$ cat config.mk
export PLATFORM = sky130hd
export DESIGN_NAME = universal_integer_code_encoder
export DESIGN_NICKNAME = d
export VERILOG_FILES = /design/src/rtl/core/uice_pkg.sv /design/src/rtl/core/uice_bitcnt.sv /design/src/rtl/core/universal_integer_code_encoder.sv
export SDC_FILE = /design/constraint.sdc
export NUM_CORES = 1
export LEC_CHECK = 0
export BUFFER_PORTS_ARGS = -buffer_cell sky130_fd_sc_hd__clkbuf_2
export CELL_PAD_IN_SITES_DETAIL_PLACEMENT = 2
export CELL_PAD_IN_SITES_GLOBAL_PLACEMENT = 2
export CORE_UTILIZATION = 44
export DETAILED_ROUTE_END_ITERATION = 6
export PLACE_DENSITY_LB_ADDON = 0.1
export SLEW_MARGIN = 30
export SYNTH_ARGS = -nofsm -noshare
export SYNTH_HDL_FRONTEND = slang
export SYNTH_SLANG_ARGS = --single-unit
$ cat constraint.sdc
create_clock -name i_clk -period 10.2 [get_ports i_clk]
set_input_delay 0.51 -clock i_clk [delete_from_list [all_inputs] [get_ports i_clk]]
set_output_delay 0.51 -clock i_clk [all_outputs]
set_load 0.01 [all_outputs]
$ cat src/rtl/core/uice_pkg.sv
`timescale 1ns / 1ps
// ----------------------------------------------------------------------------
// uice_pkg
// Shared widths, op and status codes and helpers for the integer code encoder.
// ----------------------------------------------------------------------------
package uice_pkg;

    localparam int DEF_VALUE_BITS       = 32;
    localparam int DEF_COUNT_FIELD_BITS = 4;

    localparam int OP_W   = 2;
    localparam int IN_W   = 32;
    localparam int CODE_W = 64;
    localparam int LEN_W  = 6;
    localparam int ST_W   = 2;

    localparam logic [OP_W-1:0] OP_FIXVAR = 2'd0;
    localparam logic [OP_W-1:0] OP_GAMMA  = 2'd1;
    localparam logic [OP_W-1:0] OP_OMEGA  = 2'd2;

    localparam logic [ST_W-1:0] ST_OK   = 2'd0;
    localparam logic [ST_W-1:0] ST_ZERO = 2'd1;
    localparam logic [ST_W-1:0] ST_OVF  = 2'd2;

    // significant bits of a 4-bit digit, 0..4
    function automatic logic [2:0] sig_bits4(input logic [3:0] d);
        logic [2:0] n;
        if (d[3]) begin
            n = 3'd4;
        end else if (d[2]) begin
            n = 3'd3;
        end else if (d[1]) begin
            n = 3'd2;
        end else if (d[0]) begin
            n = 3'd1;
        end else begin
            n = 3'd0;
        end
        return n;
    endfunction

endpackage

$ cat src/rtl/core/uice_bitcnt.sv
`timescale 1ns / 1ps
// ----------------------------------------------------------------------------
// uice_bitcnt
// Iterative significant-bit counter: shifts the word right one digit per
// cycle until only the low digit is left, then adds that digit's width.
// ----------------------------------------------------------------------------
module uice_bitcnt #(
    parameter int VALUE_BITS = uice_pkg::DEF_VALUE_BITS,
    parameter int CNT_W      = $clog2(VALUE_BITS + 1)
) (
    input  logic                  i_clk,
    input  logic                  i_rst_n,
    input  logic                  i_start,
    input  logic [VALUE_BITS-1:0] i_value,
    output logic                  o_busy,
    output logic                  o_done,
    output logic [CNT_W-1:0]      o_count
);

    logic [VALUE_BITS-1:0] r_rem;
    logic [VALUE_BITS-1:0] n_rem;
    logic [CNT_W-1:0]      r_cnt;
    logic [CNT_W-1:0]      n_cnt;
    logic                  r_busy;
    logic                  n_busy;
    logic                  w_last;

    assign w_last  = (r_rem[VALUE_BITS-1:4] == '0);
    assign o_busy  = r_busy;
    assign o_done  = r_busy && w_last;
    assign o_count = r_cnt + CNT_W'(uice_pkg::sig_bits4(r_rem[3:0]));

    always_comb begin
        n_rem  = r_rem;
        n_cnt  = r_cnt;
        n_busy = r_busy;
        if (i_start) begin
            n_rem  = i_value;
            n_cnt  = '0;
            n_busy = 1'b1;
        end else if (r_busy) begin
            if (w_last) begin
                n_busy = 1'b0;
            end else begin
                n_rem = r_rem >> 4;
                n_cnt = r_cnt + CNT_W'(4);
            end
        end
    end

    always_ff @(posedge i_clk) begin
        if (!i_rst_n) begin
            r_busy <= 1'b0;
        end else begin
            r_busy <= n_busy;
        end
        r_rem <= n_rem;
        r_cnt <= n_cnt;
    end

endmodule

$ cat src/rtl/core/universal_integer_code_encoder.sv
`timescale 1ns / 1ps
// ----------------------------------------------------------------------------
// universal_integer_code_encoder
// Fix+var, Elias gamma and Elias omega encoder, one word at a time.
// ----------------------------------------------------------------------------
// Each bit count takes one 4-bit digit per cycle in the shared counter.
// Fix+var and gamma use one count, omega one count per group. Input ready
// only when the sequencer is idle. Synchronous active-low reset empties the
// sequencer and the output register.
module universal_integer_code_encoder #(
    parameter int VALUE_BITS       = uice_pkg::DEF_VALUE_BITS,
    parameter int COUNT_FIELD_BITS = uice_pkg::DEF_COUNT_FIELD_BITS
) (
    input  logic                         i_clk,
    input  logic                         i_rst_n,
    input  logic                         i_in_valid,
    output logic                         o_in_ready,
    input  logic [uice_pkg::OP_W-1:0]    i_op,
    input  logic [uice_pkg::IN_W-1:0]    i_value,
    output logic                         o_out_valid,
    input  logic                         i_out_ready,
    output logic [uice_pkg::CODE_W-1:0]  o_code_bits,
    output logic [uice_pkg::LEN_W-1:0]   o_code_length,
    output logic [uice_pkg::ST_W-1:0]    o_status
);

    localparam int CNT_W   = $clog2(VALUE_BITS + 1);
    localparam int CNT_MAX = (1 << COUNT_FIELD_BITS) - 1;
    localparam int CODE_W  = uice_pkg::CODE_W;
    localparam int LEN_W   = uice_pkg::LEN_W;

    localparam logic [1:0] S_IDLE = 2'd0;
    localparam logic [1:0] S_CNT  = 2'd1;
    localparam logic [1:0] S_HOLD = 2'd2;

    logic [1:0]                r_state, n_state;
    logic [uice_pkg::OP_W-1:0] r_op, n_op;
    logic [VALUE_BITS-1:0]     r_val, n_val;
    logic [VALUE_BITS-1:0]     r_num, n_num;
    logic [CODE_W-1:0]         r_code, n_code;
    logic [LEN_W-1:0]          r_len, n_len;
    logic [uice_pkg::ST_W-1:0] r_st, n_st;

    logic                      r_out_valid, n_out_valid;
    logic [CODE_W-1:0]         r_out_code;
    logic [LEN_W-1:0]          r_out_len;
    logic [uice_pkg::ST_W-1:0] r_out_st;

    logic                      w_in_acc;
    logic                      w_out_free;
    logic                      w_load_out;
    logic                      w_cnt_start;
    logic [VALUE_BITS-1:0]     w_cnt_value;
    logic                      w_cnt_busy;
    logic                      w_cnt_done;
    logic [CNT_W-1:0]          w_cnt;
    logic [CNT_W-1:0]          w_below;

    assign o_in_ready  = (r_state == S_IDLE);
    assign w_in_acc    = i_in_valid && o_in_ready;
    assign w_out_free  = !r_out_valid || i_out_ready;
    assign w_load_out  = (r_state == S_HOLD) && w_out_free;
    assign w_below     = (w_cnt != '0) ? w_cnt - CNT_W'(1) : '0;

    uice_bitcnt #(
        .VALUE_BITS (VALUE_BITS),
        .CNT_W      (CNT_W)
    ) u_bitcnt (
        .i_clk   (i_clk),
        .i_rst_n (i_rst_n),
        .i_start (w_cnt_start),
        .i_value (w_cnt_value),
        .o_busy  (w_cnt_busy),
        .o_done  (w_cnt_done),
        .o_count (w_cnt)
    );

    always_comb begin
        n_state     = r_state;
        n_op        = r_op;
        n_val       = r_val;
        n_num       = r_num;
        n_code      = r_code;
        n_len       = r_len;
        n_st        = r_st;
        w_cnt_start = 1'b0;
        w_cnt_value = i_value[VALUE_BITS-1:0];
        unique case (r_state)
            S_IDLE: begin
                if (w_in_acc) begin
                    n_op   = i_op;
                    n_val  = i_value[VALUE_BITS-1:0];
                    n_num  = i_value[VALUE_BITS-1:0];
                    n_code = '0;
                    n_len  = LEN_W'(1);
                    n_st   = uice_pkg::ST_OK;
                    if (i_op == uice_pkg::OP_FIXVAR || i_op == uice_pkg::OP_GAMMA ||
                        i_op == uice_pkg::OP_OMEGA) begin
                        w_cnt_start = 1'b1;
                        n_state     = S_CNT;
                    end else begin
                        // unused selector: empty code, status ok
                        n_len   = '0;
                        n_state = S_HOLD;
                    end
                end
            end
            S_CNT: begin
                if (w_cnt_done) begin
                    n_state = S_HOLD;
                    unique case (r_op)
                        uice_pkg::OP_FIXVAR: begin
                            if (32'(w_cnt) > CNT_MAX) begin
                                n_code = '0;
                                n_len  = '0;
                                n_st   = uice_pkg::ST_OVF;
                            end else begin
                                n_code = (CODE_W'(w_cnt) << w_below) |
                                         (CODE_W'(r_val) &
                                          ((CODE_W'(1) << w_below) - CODE_W'(1)));
                                n_len  = LEN_W'(COUNT_FIELD_BITS) + LEN_W'(w_below);
                            end
                        end
                        uice_pkg::OP_GAMMA: begin
                            if (w_cnt == '0) begin
                                n_len = '0;
                                n_st  = uice_pkg::ST_ZERO;
                            end else begin
                                n_code = CODE_W'(r_val);
                                n_len  = LEN_W'({w_cnt, 1'b0} - (CNT_W + 1)'(1));
                            end
                        end
                        uice_pkg::OP_OMEGA: begin
                            if (w_cnt == '0) begin
                                n_len = '0;
                                n_st  = uice_pkg::ST_ZERO;
                            end else if (w_cnt > CNT_W'(1)) begin
                                // prepend this group, then count n-1
                                n_code      = r_code | (CODE_W'(r_num) << r_len);
                                n_len       = r_len + LEN_W'(w_cnt);
                                n_num       = VALUE_BITS'(w_below);
                                w_cnt_value = VALUE_BITS'(w_below);
                                w_cnt_start = 1'b1;
                                n_state     = S_CNT;
                            end
                            // a value of one: the closing 0 is already counted
                        end
                        default: begin
                            n_code = '0;
                            n_len  = '0;
                        end
                    endcase
                end
            end
            S_HOLD: begin
                if (w_out_free) begin
                    n_state = S_IDLE;
                end
            end
            default: begin
                n_state = S_IDLE;
            end
        endcase
    end

    always_comb begin
        n_out_valid = r_out_valid;
        if (w_load_out) begin
            n_out_valid = 1'b1;
        end else if (i_out_ready) begin
            n_out_valid = 1'b0;
        end
    end

    always_ff @(posedge i_clk) begin
        if (!i_rst_n) begin
            r_state     <= S_IDLE;
            r_out_valid <= 1'b0;
        end else begin
            r_state     <= n_state;
            r_out_valid <= n_out_valid;
        end
        r_op   <= n_op;
        r_val  <= n_val;
        r_num  <= n_num;
        r_code <= n_code;
        r_len  <= n_len;
        r_st   <= n_st;
        if (w_load_out) begin
            r_out_code <= r_code;
            r_out_len  <= r_len;
            r_out_st   <= r_st;
        end
    end

    assign o_out_valid   = r_out_valid;
    assign o_code_bits   = r_out_code;
    assign o_code_length = r_out_len;
    assign o_status      = r_out_st;

`ifndef SYNTH
    // counter runs only under the sequencer's count state
    a_cnt_idle: assert property (@(posedge i_clk) disable iff (!i_rst_n)
        (r_state != S_CNT) |-> !w_cnt_busy)
        else $error("bit counter busy outside count state");

    a_cnt_live: assert property (@(posedge i_clk) disable iff (!i_rst_n)
        (r_state == S_CNT) |-> w_cnt_busy)
        else $error("count state without a running count");

    a_accept_leaves: assert property (@(posedge i_clk) disable iff (!i_rst_n)
        w_in_acc |=> (r_state != S_IDLE))
        else $error("word accepted but sequencer stayed idle");

    a_empty_code: assert property (@(posedge i_clk) disable iff (!i_rst_n)
        (o_out_valid && o_status != uice_pkg::ST_OK) |->
        (o_code_length == '0 && o_code_bits == '0))
        else $error("error status with a nonempty code");
`endif

endmodule
==> results.py, run 1 <==
metrics = {
    "placement": {
        "dp_cells": 1687,
        "gp_congestion": 0.931,
        "portBuffers": 111,
        "hpwl_um": 44300,
    },
    "pwr": {
        "p_int_mw": 2.23,
        "switching_power_mw": 1.53,
        "p_leak_nw": 5.68,
        "p_per_area_mw_per_mm2": 237,
        "seq_power_share_pct": 34.8,
        "combPwrFrac_pct": 38.1,
        "clkPwrFrac_pct": 27.1,
        "ir_worst_vdd_uv": 140,
        "netSwitchingFraction_pct": 40.7,
    },
    "sta": {
        "worst_slew_pin_slew_ns": 1.09,
        "min_period_ns": 4.94,
        "fin_tns_setup_ns": 0,
        "rsz0062_at_grt": "no",
        "skew_ns": 0.0222,
        "hold_viol": 0,
        "fin_crit_sh_pct": 48.4,
        "slew_headroom_pct": 27.3,
        "setup_viol_count_final": 0,
        "max_freq_mhz": 203,
        "drv_slew": 0,
    },
    "clock_tree": {
        "cts_sinks": 250,
        "clk_path_buf_depth": 3,
        "cts_tree": "built",
        "clk_pin_slew_ns": 0.06,
        "cts_setup_buffers": 0,
        "post_cts_resized": 0,
        "cts-root-buf": "clkbuf_16",
        "ctsHtreeMaxLevel": 1,
        "cts_hold_buf": 0,
        "clock_latency_ns": 0.57,
        "cts_buffers": 28,
    },
    "drt": {
        "drc_errors": 0,
        "drt_first_iter_violations": 1653,
        "dr.pass1.iters": 7,
        "avgRoutedWirePerCell_um": 34.8,
        "finalWirelength_um": 60500,
        "antenna_left": 0,
        "viasPerCell": 6.85,
        "num_vias": 11900,
    },
    "worst_hold_path": {
        "whs_path_depth": 1,
        "worst_hold_path_type": "in -> reg",
        "hold_path_end": "r_val[29]$_DFFE_PP_",
        "worstHoldStart": "i_value[29]",
    },
    "layout": {
        "nets": 1379,
        "multi_input_area_mm2": 0.00613,
        "fill_cells": 3021,
        "synthToLayoutAreaGrowth_pct": 13.3,
        "layoutNonFillerInstCount": 1738,
        "drive_above_1_share_pct": 21.6,
        "seq_area_mm2": 0.00743,
    },
    "die": {
        "die_area_mm2": 0.0325,
        "io_pins": 112,
        "dieWidth_um": 180,
        "start_util_pct": 45.2,
        "dieHeight_um": 180,
        "num_rows": 64,
        "core_mm2": 0.0309,
    },
    "critical_path": {
        "r2r_end": "r_code[26]$_SDFFCE_PN0P_",
        "crit_required_ns": 10.58,
        "worstRegToRegCells": 13,
        "r2r_start": "u_bitcnt.r_rem[3]$_DFFE_PP_",
        "crit_arrival_ns": 5.32,
        "path_class": "reg -> reg",
        "crit_path_end_kind": "register",
        "crit_fanout": 16,
        "ff2ff_setup_slack_ns": 5.26,
        "critPathLaunchType": "register",
    },
    "global_route": {
        "gr-total-overflow": 0,
        "grt_pass1_vias": 12400,
        "grt_max_degree": 65,
        "antenna_found_initial": 3,
        "grt_usage_pct": 37.1,
        "grt_pass1_wl_um": 88800,
    },
    "logic_synthesis": {
        "avgSynthCellArea_um2": 11.4,
        "yosysWarnings": 0,
        "synth_seq_cells": 250,
        "ys_seq_area_share_pct": 53.2,
        "syn-instance-count": 1225,
        "synthDistinctLibCells": 99,
        "synth_edf_count": 242,
        "syn_nets": 1283,
        "netlist_area_mm2": 0.0140,
        "synth_flop_cell": "edfxtp_1",
        "async_flop_share_pct": 0,
    },
    "outcome": {
        "status": "finished, final reports clean",
    },
    "job": {
        "max_cap_violations": 0,
    },
}
-- registers in the layout, summed over array words and instances, names as in the netlist --
register and flops:
o_status 2, r_val 32, o_code_bits 64, r_code 64
u_bitcnt.r_cnt 4, r_num 32, o_code_length 6, r_len 6
r_st 2, r_state 2, r_op 2, u_bitcnt.r_rem 32
u_bitcnt.o_busy 1, o_out_valid 1
-- kinds of logic (layout without fill, tap and decap cells) --
| family | after synthesis | count (layout) | synth area share, % |
|---|---|---|---|
| AO/OA/AOI/OAI | 326 | 326 | 16.2 |
| XOR/XNOR | 22 | 22 | 1.81 |
| adder cells (fa/ha/maj) | 20 | 20 | 1.84 |
| buffers and inverters | 104 | 220 | 3.16 |
| flip-flops | 250 | 250 | 53.2 |
| multiplexers | 98 | 98 | 10.0 |
| other | 0 | 1 | 0 |
| AND/OR/NAND/NOR | 405 | 405 | 13.8 |
-- metal layers --
metal,track usage [%],share of wire [%]
met4,9.61,2.7
met3,5.62,8.8
met2,60.4,47
met5,0,0
met1,52.0,41
-- worst max path at each step --
stage	start	to	slack [ns]	cells after the start
after floorplan	u_bitcnt.r_rem[1]$_DFFE_PP_	r_code[0]$_SDFFCE_PN0P_	4.22	11
after global placement	u_bitcnt.r_rem[3]$_DFFE_PP_	r_code[26]$_SDFFCE_PN0P_	5.58	13
after detailed placement	u_bitcnt.r_rem[3]$_DFFE_PP_	r_code[30]$_SDFFCE_PN0P_	5.41	13
after CTS	u_bitcnt.r_rem[3]$_DFFE_PP_	r_code[26]$_SDFFCE_PN0P_	5.34	13
after global routing	u_bitcnt.r_rem[3]$_DFFE_PP_	r_code[26]$_SDFFCE_PN0P_	5.06	13
final	u_bitcnt.r_rem[3]$_DFFE_PP_	r_code[26]$_SDFFCE_PN0P_	5.26	13
-- layout by cell type (no fill, tap or decap), types with 8 or more instances in the layout --
master,instances
o22ai_1,27
clkinv_1,9
a22o_1,9
buf_4,28
inv_1,25
xnor2_1,9
nor2_1,117
a31oi_1,10
mux2_2,35
mux4_2,30
clkbuf_16,28
ha_1,19
o21ai_0,61
edfxtp_1,242
clkbuf_2,111
nor3_1,23
nor4_1,13
dfxtp_1,8
and2_1,30
a21oi_1,79
xor2_1,8
o211ai_1,10
a22oi_1,10
mux2i_1,32
nand3_1,39
a211oi_1,10
nand2_1,131
a221oi_1,18
-- through the flow --
| step | cell area, um^2 | hold slack (ns) | setup WS (ns) | util, % | power (mW) |
|---|---|---|---|---|---|
| floorplan | 14000 | 0.400 | 4.22 | - | 2.17 |
| global placement | 14900 | 0.403 | 5.58 | 48.3 | 2.64 |
| detailed placement | 14900 | 0.407 | 5.41 | 48.3 | 2.69 |
| CTS | 15800 | 0.125 | 5.34 | 51.2 | 3.70 |
| global route | 15800 | 0.130 | 5.06 | 51.2 | 3.85 |
| finish | 15800 | 0.140 | 5.26 | 51.2 | 3.75 |
-- power by group through the flow --
| stage | Sequential (mW) | Combinational [mW] | Clock (mW) |
|---|---|---|---|
| after global placement | 1.31 | 1.32 | 0 |
| after CTS | 1.30 | 1.38 | 1.02 |
| after floorplan | 1.29 | 0.884 | 0 |
| after global routing | 1.31 | 1.48 | 1.05 |
| final | 1.31 | 1.43 | 1.02 |
| after detailed placement | 1.32 | 1.37 | 0 |
-- layout make-up --
class | count | area share (%)
sequential | 250 | 46.9
antenna | 1 | 0.0158
multi-input combinational | 871 | 38.7
clock buffer | 34 | 4.57
timing repair buffer | 139 | 4.84
inverter | 31 | 0.751
clock inverter | 16 | 1.02
tap | 396 | 3.13
-- critical path, cell delays in order (launching register included) --
cell and delay, ns:
edfxtp_1 0.51, ha_1 0.29, ha_1 0.68, nor3b_1 0.15, and2_2 0.28, nand2_1 0.52, and3_1 0.64, nor2_1 0.15
nand2_1 0.11, ha_1 0.31, o221ai_4 0.24, nor3_4 0.29, a32oi_1 0.27, o22ai_1 0.29
-- Yosys cell counts (all sizes together), types with 4 or more instances --
library cell / count / area share (%)
dfxtp: 8 / 1.1
a32oi: 7 / 0.44
and2: 31 / 1.4
a21oi: 81 / 3.0
a222oi: 7 / 0.50
o211ai: 10 / 0.54
nor4: 17 / 1.1
a22oi: 11 / 0.63
edfxtp: 242 / 52
clkbuf: 48 / 1.3
o22ai: 29 / 1.4
a41oi: 4 / 0.25
nor3b: 4 / 0.25
nand2: 133 / 3.6
a31oi: 11 / 0.54
and3: 7 / 0.31
xor2: 9 / 0.62
a31o: 5 / 0.31
nor3: 26 / 1.1
a21o: 4 / 0.21
nand2b: 6 / 0.32
inv: 30 / 0.82
mux2i: 33 / 2.4
nand4: 4 / 0.18
mux2: 35 / 2.8
xnor2: 13 / 1.2
o21a: 7 / 0.38
a22o: 9 / 0.56
nor2: 120 / 3.2
nor2b: 6 / 0.27
o31ai: 4 / 0.21
nand3: 40 / 1.5
mux4: 30 / 4.8
buf: 24 / 0.94
ha: 19 / 1.7
o21ai: 69 / 2.6
a221oi: 18 / 1.1
o21bai: 7 / 0.38
a211oi: 10 / 0.54
No activity file was read; power rests on OpenSTA's default activity.
==> run 2: changes to the inputs <==
CORE_UTILIZATION = 37   (was 44)
clock period = 4.1 ns   (was 10.2 ns; I/O delays follow)
==> run 2 against run 1 <==
Effect of this change:
- count of clock-buffer cells in the layout is 4 higher
- worst setup slack got worse by 5.0 ns
- critical path depth shrank 1
- register-to-register slack lost 5.0 ns
- fmax rose by 28%
- non-clock buffer count is 86 higher
- worst hold slack gained 0.11 ns
- flip-flop and latch count unchanged
- cell count increased by 11%
- critical path type unchanged
- largest cell class unchanged
- highest routed layer is now met5
==> results.py, run 2 (synthesis results as in run 1) <==
metrics = {
    "outcome": {
        "status": "finished, final reports clean",
    },
    "die": {
        "num_rows": 70,
        "dieWidth_um": 196,
        "start_util_pct": 37.9,
        "dieHeight_um": 196,
        "die_area_mm2": 0.0385,
        "io_pins": 112,
        "core_mm2": 0.0369,
    },
    "sta": {
        "max_freq_mhz": 259,
        "hold_viol": 0,
        "drv_slew": 0,
        "min_period_ns": 3.86,
        "finalHoldWorstSlack_ns": 0.248,
        "skew_ns": 0.0335,
        "fin_crit_sh_pct": 94.3,
        "slew_headroom_pct": 35.2,
        "worst_slew_pin_slew_ns": 0.968,
        "rsz0062_at_grt": "no",
        "setup_viol_count_final": 0,
    },
    "drt": {
        "viasPerCell": 6.10,
        "top_layer_used": "met5",
        "met2RoutedLength_um": 28000,
        "wl_met1_um": 26800,
        "antenna_left": 0,
        "route.met3.wl_um": 3820,
        "avgRoutedWirePerCell_um": 31.3,
        "drt_first_iter_violations": 998,
        "dr.pass1.iters": 5,
        "num_vias": 11800,
        "finalWirelength_um": 60500,
        "drc_errors": 0,
    },
    "placement": {
        "hpwl_um": 44400,
        "portBuffers": 111,
        "gp_congestion": 0.962,
    },
    "clock_tree": {
        "cts_setup_buffers": 0,
        "clk_pin_slew_ns": 0.06,
        "clk_path_buf_depth": 3,
        "cts_sinks": 250,
        "cts-root-buf": "clkbuf_16",
        "clock_latency_ns": 0.59,
        "cts_buffers": 28,
        "ctsHtreeMaxLevel": 1,
        "cts_tree": "built",
    },
    "worst_hold_path": {
        "worst_hold_path_type": "in -> reg",
    },
    "critical_path": {
        "slowest_delay_ns": 0.46,
        "crit_path_end_kind": "register",
        "cp_cell_sequence": "ha_1 -> ha_1 -> buf_4 -> nor2_1 -> o211ai_1 -> mux2i_2 -> nand3_1 -> o32ai_4 -> nor4_2 -> a31oi_1 -> buf_4 -> o21bai_1",
        "path_class": "reg -> reg",
        "crit_arrival_ns": 4.20,
        "critPathLaunchType": "register",
        "slowest_stage": "ha_1",
        "crit_fanout": 8,
        "crit_required_ns": 4.43,
    },
    "job": {
        "max_cap_violations": 0,
    },
    "pwr": {
        "p_per_area_mw_per_mm2": 577,
        "ir_worst_vdd_uv": 313,
        "fin_total_pwr_mw": 9.72,
        "p_leak_nw": 6.13,
    },
    "global_route": {
        "grt_pass1_vias": 12200,
        "grt_usage_pct": 31.1,
        "grt_pass1_wl_um": 86500,
        "grt_max_degree": 65,
        "gr-total-overflow": 0,
        "antenna_found_initial": 9,
    },
    "layout": {
        "fill_cells": 3723,
        "synthToLayoutAreaGrowth_pct": 20.6,
        "mostFrequentLayoutCell": "edfxtp_1",
        "nets": 1465,
        "mostFrequentLayoutCells": "242 x edfxtp_1, 132 x nand2_1, 117 x nor2_1",
        "drive_above_1_share_pct": 24.0,
    },
}
-- run 2: cell count changes in the layout (fill, tap and decap cells not counted), sizes merged --
cell,delta
dlygate4sd3,+36
clkinv,-4
bufinv,+1
clkbuf,+4
buf,+50
diode,+2
clkinvlp,+1
-- run 2: what timing repair did --
item,4_1_cts,5_1_grt
hold buffers,36,0
hold endpoints to repair,76,0
setup endpoints to repair,0,13
gates resized for setup,0,4
-- run 2: worst max-delay path: cells and delay by family, from the launching register on --
kind / cells / cell delay (ns)
compound gates: 4 / 1.05
fa+ha+maj: 2 / 0.71
buf+inv: 2 / 0.45
flops: 1 / 0.39
mux: 1 / 0.37
simple gates: 3 / 0.67
-- run 2: where the power goes --
group / switching, mW / total (mW) / internal (mW) / leakage [nW]
combinational: 2.55 / 3.83 / 1.29 / 3.30
clock: 1.12 / 2.66 / 1.54 / 0.446
sequential: 0.175 / 3.23 / 3.06 / 2.38
total: 3.84 / 9.72 / 5.88 / 6.13
-- run 2: cell type report --
class	instances	area, um^2	area share [%]
sequential	250	7430	44.1
timing repair buffer	225	1570	9.33
multi-input combinational	871	6140	36.5
tap	504	631	3.74
clock inverter	14	201	1.20
clock buffer	38	748	4.44
antenna	3	7.51	0.0446
inverter	31	119	0.705
-- run 2: final timing paths --
kind,depth (start not counted),to,slack (ns),from
min,6,r_state[1]$_SDFFE_PN0P_,0.25,i_in_valid
max,12,r_code[25]$_SDFFCE_PN0P_,0.24,u_bitcnt.r_rem[3]$_DFFE_PP_
max reg2reg,12,r_code[25]$_SDFFCE_PN0P_,0.24,u_bitcnt.r_rem[3]$_DFFE_PP_
min reg2reg,0,o_status[1]$_DFFE_PP_,0.43,r_st[1]$_SDFFCE_PN0P_
-- run 2: metal layers --
layer	global-route usage, %	up-vias
li1	-	5082
met1	44.6	6143
met2	49.2	484
met3	3.28	103
met4	10.2	2
met5	0	-
-- run 2: metrics by stage --
stage / util, % / area (um^2) / TNS (ns) / setup slack (ns) / instances
after floorplan: - / 14000 / 0 / 0.0838 / 1225
after global placement: 42.0 / 15500 / 0 / 0.171 / 1844
after detailed placement: 42.0 / 15500 / -0.0178 / -0.0178 / 1844
after CTS: 45.5 / 16800 / 0 / 0.0148 / 1932
after global routing: 45.7 / 16800 / 0 / 0.0237 / 1933
final: 45.7 / 16800 / 0 / 0.236 / 1936
==> run 3: changes to the inputs <==
ABC_AREA = 1   (was not set)
CORE_UTILIZATION = 34   (was 37)
==> run 3 against run 2 <==
Effect of this change:
- via count up 15%
- clock skew is 0.016 ns lower
- sequential power rose by 15%
- combinational power grew 52%
- first-iteration DRC count rose by 0.10%
- highest routed layer is now met4
- worst hold slack worse by 0.17 ns
- global-route usage shrank 1.2 points
- area after synthesis rose by 3.5%
==> results.py, run 3 <==
metrics = {
    "critical_path": {
        "slowest_stage": "o31ai_2",
        "slowest_delay_ns": 0.45,
        "critPathLaunchType": "register",
        "worstRegToRegCells": 19,
        "ff2ff_setup_slack_ns": 0.31,
        "crit_fanout": 8,
        "cp-startpoint": "u_bitcnt.r_rem[3]$_DFFE_PP_",
        "r2r_start": "u_bitcnt.r_rem[3]$_DFFE_PP_",
        "r2r_end": "r_code[8]$_SDFFCE_PN0P_",
        "crit_path_end_kind": "register",
        "crit_arrival_ns": 4.23,
        "endpoint": "r_code[8]$_SDFFCE_PN0P_",
        "crit_top_cell": "nand2_1",
        "cp_cell_sequence": "nor2_1 -> inv_1 -> ha_1 -> nand2_1 -> nand2_1 -> o31ai_2 -> nand2_1 -> nor2_1 -> inv_2 -> ha_1 -> nand3_2 -> inv_2 -> nand2_1 -> o21ai_1 -> a21oi_1 -> nand2_1 -> nand3_1 -> nand2_1 -> inv_1",
        "crit_required_ns": 4.54,
        "path_class": "reg -> reg",
    },
    "global_route": {
        "top_usage_layer": "met2",
        "grt_use_met3_pct": 4.68,
        "grt_pass1_vias": 14400,
        "grt_pass1_wl_um": 95500,
        "grt_max_degree": 65,
        "grt_usage_pct": 30.0,
        "grt_use_met1_pct": 40.3,
        "gr-total-overflow": 0,
        "antenna_found_initial": 0,
        "grt.met2_usage_pct": 48.8,
    },
    "clock_tree": {
        "cts_tree": "built",
        "clk_path_buf_depth": 3,
        "cts_sinks": 250,
        "clock_latency_ns": 0.57,
        "cts_buffers": 30,
        "clk_pin_slew_ns": 0.06,
        "ctsHtreeMaxLevel": 1,
        "cts-root-buf": "clkbuf_16",
    },
    "logic_synthesis": {
        "synth_common_cells": "395 x nand2_1, 242 x edfxtp_1, 182 x nor2_1",
        "synth_seq_cells": 250,
        "synth_top_cell_area_share_pct": 50.3,
        "synth_edf_count": 242,
        "synth_flop_cell": "edfxtp_1",
        "avgSynthCellArea_um2": 8.48,
        "synth.most_common_cell": "nand2_1",
        "syn-instance-count": 1705,
        "syn_nets": 1763,
        "ys_top_cells_by_area": "edfxtp_1 50%, nand2_1 10%, o21ai_0 5.4%",
        "ys_seq_area_share_pct": 51.4,
        "synth.largest_area_cell": "edfxtp_1",
        "netlist_area_mm2": 0.0145,
        "async_flop_share_pct": 0,
        "synthDistinctLibCells": 61,
        "yosysWarnings": 0,
    },
    "die": {
        "core_mm2": 0.0419,
        "dieHeight_um": 208,
        "die_area_mm2": 0.0433,
        "dieWidth_um": 208,
        "io_pins": 112,
        "start_util_pct": 34.5,
        "num_rows": 75,
    },
    "job": {
        "max_cap_violations": 0,
    },
    "sta": {
        "setup_viol_count_final": 0,
        "hold_viol": 0,
        "setup_slack_ns": 0.312,
        "worst_slew_pin_slew_ns": 0.894,
        "skew_ns": 0.0177,
        "rsz0062_at_grt": "no",
        "min_period_ns": 3.79,
        "slew_headroom_pct": 40.2,
        "finalHoldWorstSlack_ns": 0.0775,
        "drv_slew": 0,
        "fin_tns_setup_ns": 0,
        "fin_crit_sh_pct": 92.4,
        "max_freq_mhz": 264,
    },
    "layout": {
        "mostFrequentLayoutCells": "395 x nand2_1, 242 x edfxtp_1, 178 x nor2_1",
        "drive_above_1_share_pct": 15.3,
        "nets": 1919,
        "mostFrequentLayoutCell": "nand2_1",
        "synthToLayoutAreaGrowth_pct": 19.3,
        "final_core_util_pct": 41.1,
    },
    "pwr": {
        "fin_total_pwr_mw": 12.2,
        "ir_worst_vdd_uv": 417,
        "p_per_area_mw_per_mm2": 708,
        "p_leak_nw": 7.22,
    },
    "placement": {
        "portBuffers": 111,
        "gp_congestion": 0.948,
        "dp_slack_ns": 0.0971,
        "hpwl_um": 50700,
    },
    "drt": {
        "drt_first_iter_violations": 999,
        "viasPerCell": 5.59,
        "dr.pass1.iters": 5,
        "finalWirelength_um": 65400,
        "avgRoutedWirePerCell_um": 27.0,
        "drc_errors": 0,
        "num_vias": 13600,
        "antenna_left": 0,
    },
    "outcome": {
        "status": "finished, final reports clean",
    },
    "worst_hold_path": {
        "worst_hold_path_type": "in -> reg",
    },
}
-- run 3: where the power goes --
| group | internal, mW | switching (mW) |
|---|---|---|
| Clock | 1.51 | 1.13 |
| Combinational | 1.63 | 4.21 |
| Sequential | 3.40 | 0.324 |
| Total | 6.55 | 5.66 |
-- run 3: logic make-up (layout without fill, tap and decap cells) --
| group | Yosys count | in the layout | synth area share, % |
|---|---|---|---|
| adder cells (fa/ha/maj) | 20 | 20 | 1.78 |
| buffers and inverters | 255 | 434 | 6.92 |
| other | 0 | 2 | 0 |
| AO/OA/AOI/OAI | 358 | 358 | 14.3 |
| XOR/XNOR | 6 | 6 | 0.416 |
| flip-flops | 250 | 250 | 51.4 |
| multiplexers | 15 | 15 | 1.04 |
| AND/OR/NAND/NOR | 801 | 801 | 24.1 |
-- run 3: layout make-up --
type / count / area (um^2)
multi-input cells: 1200 / 6090
well taps: 539 / 674
flip-flops and latches: 250 / 7430
diodes: 2 / 5.00
clock buffers: 38 / 802
fillers: 4682 / 24700
clock inverters: 17 / 150
inverters: 164 / 616
repair buffers: 215 / 1480
-- run 3: critical path: cells and delay by family, from the launching register on --
family                     cells  cell delay [ns]
and+or+nand+nor               10             1.61
AOI/OAI and AO/OA              3             0.76
adders and majority gates      2             0.49
DFF                            1             0.44
buffers and inverters          4             0.38
-- run 3: worst min-delay path by stage --
| stage | start | end | slack [ns] | cells after the start |
|---|---|---|---|---|
| 2_1_floorplan | i_rst_n | u_bitcnt.o_busy$_SDFF_PN0_ | 0.30 | 2 |
| 3_3_place_gp | r_st[1]$_SDFFCE_PN0P_ | o_status[1]$_DFFE_PP_ | 0.40 | 0 |
| 3_5_place_dp | i_op[1] | r_op[1]$_DFFE_PP_ | 0.41 | 1 |
| 4_1_cts | i_in_valid | r_state[1]$_SDFFE_PN0P_ | 0.05 | 5 |
| 5_1_grt | i_in_valid | r_state[1]$_SDFFE_PN0P_ | 0.10 | 5 |
| 6_report | i_in_valid | r_state[1]$_SDFFE_PN0P_ | 0.08 | 5 |
-- run 3: per-layer routing --
metal  up-vias  part of all wire [%]
met5         -                     0
met4         0                   3.8
met3        93                   5.9
met2       409                    46
met1      6848                    44
li1       6201                     -
-- run 3: stage by stage --
step,std cells,cell area [um^2]
global placement,2326,15800
global route,2423,17200
CTS,2417,17200
finish,2425,17200
floorplan,1705,14500
detailed placement,2326,15800
-- run 3: timing repair --
action,CTS,global route
setup endpoints to repair,0,8
setup buffers,0,6
resized for setup,0,5
hold buffers,36,0
hold endpoints to repair,57,0
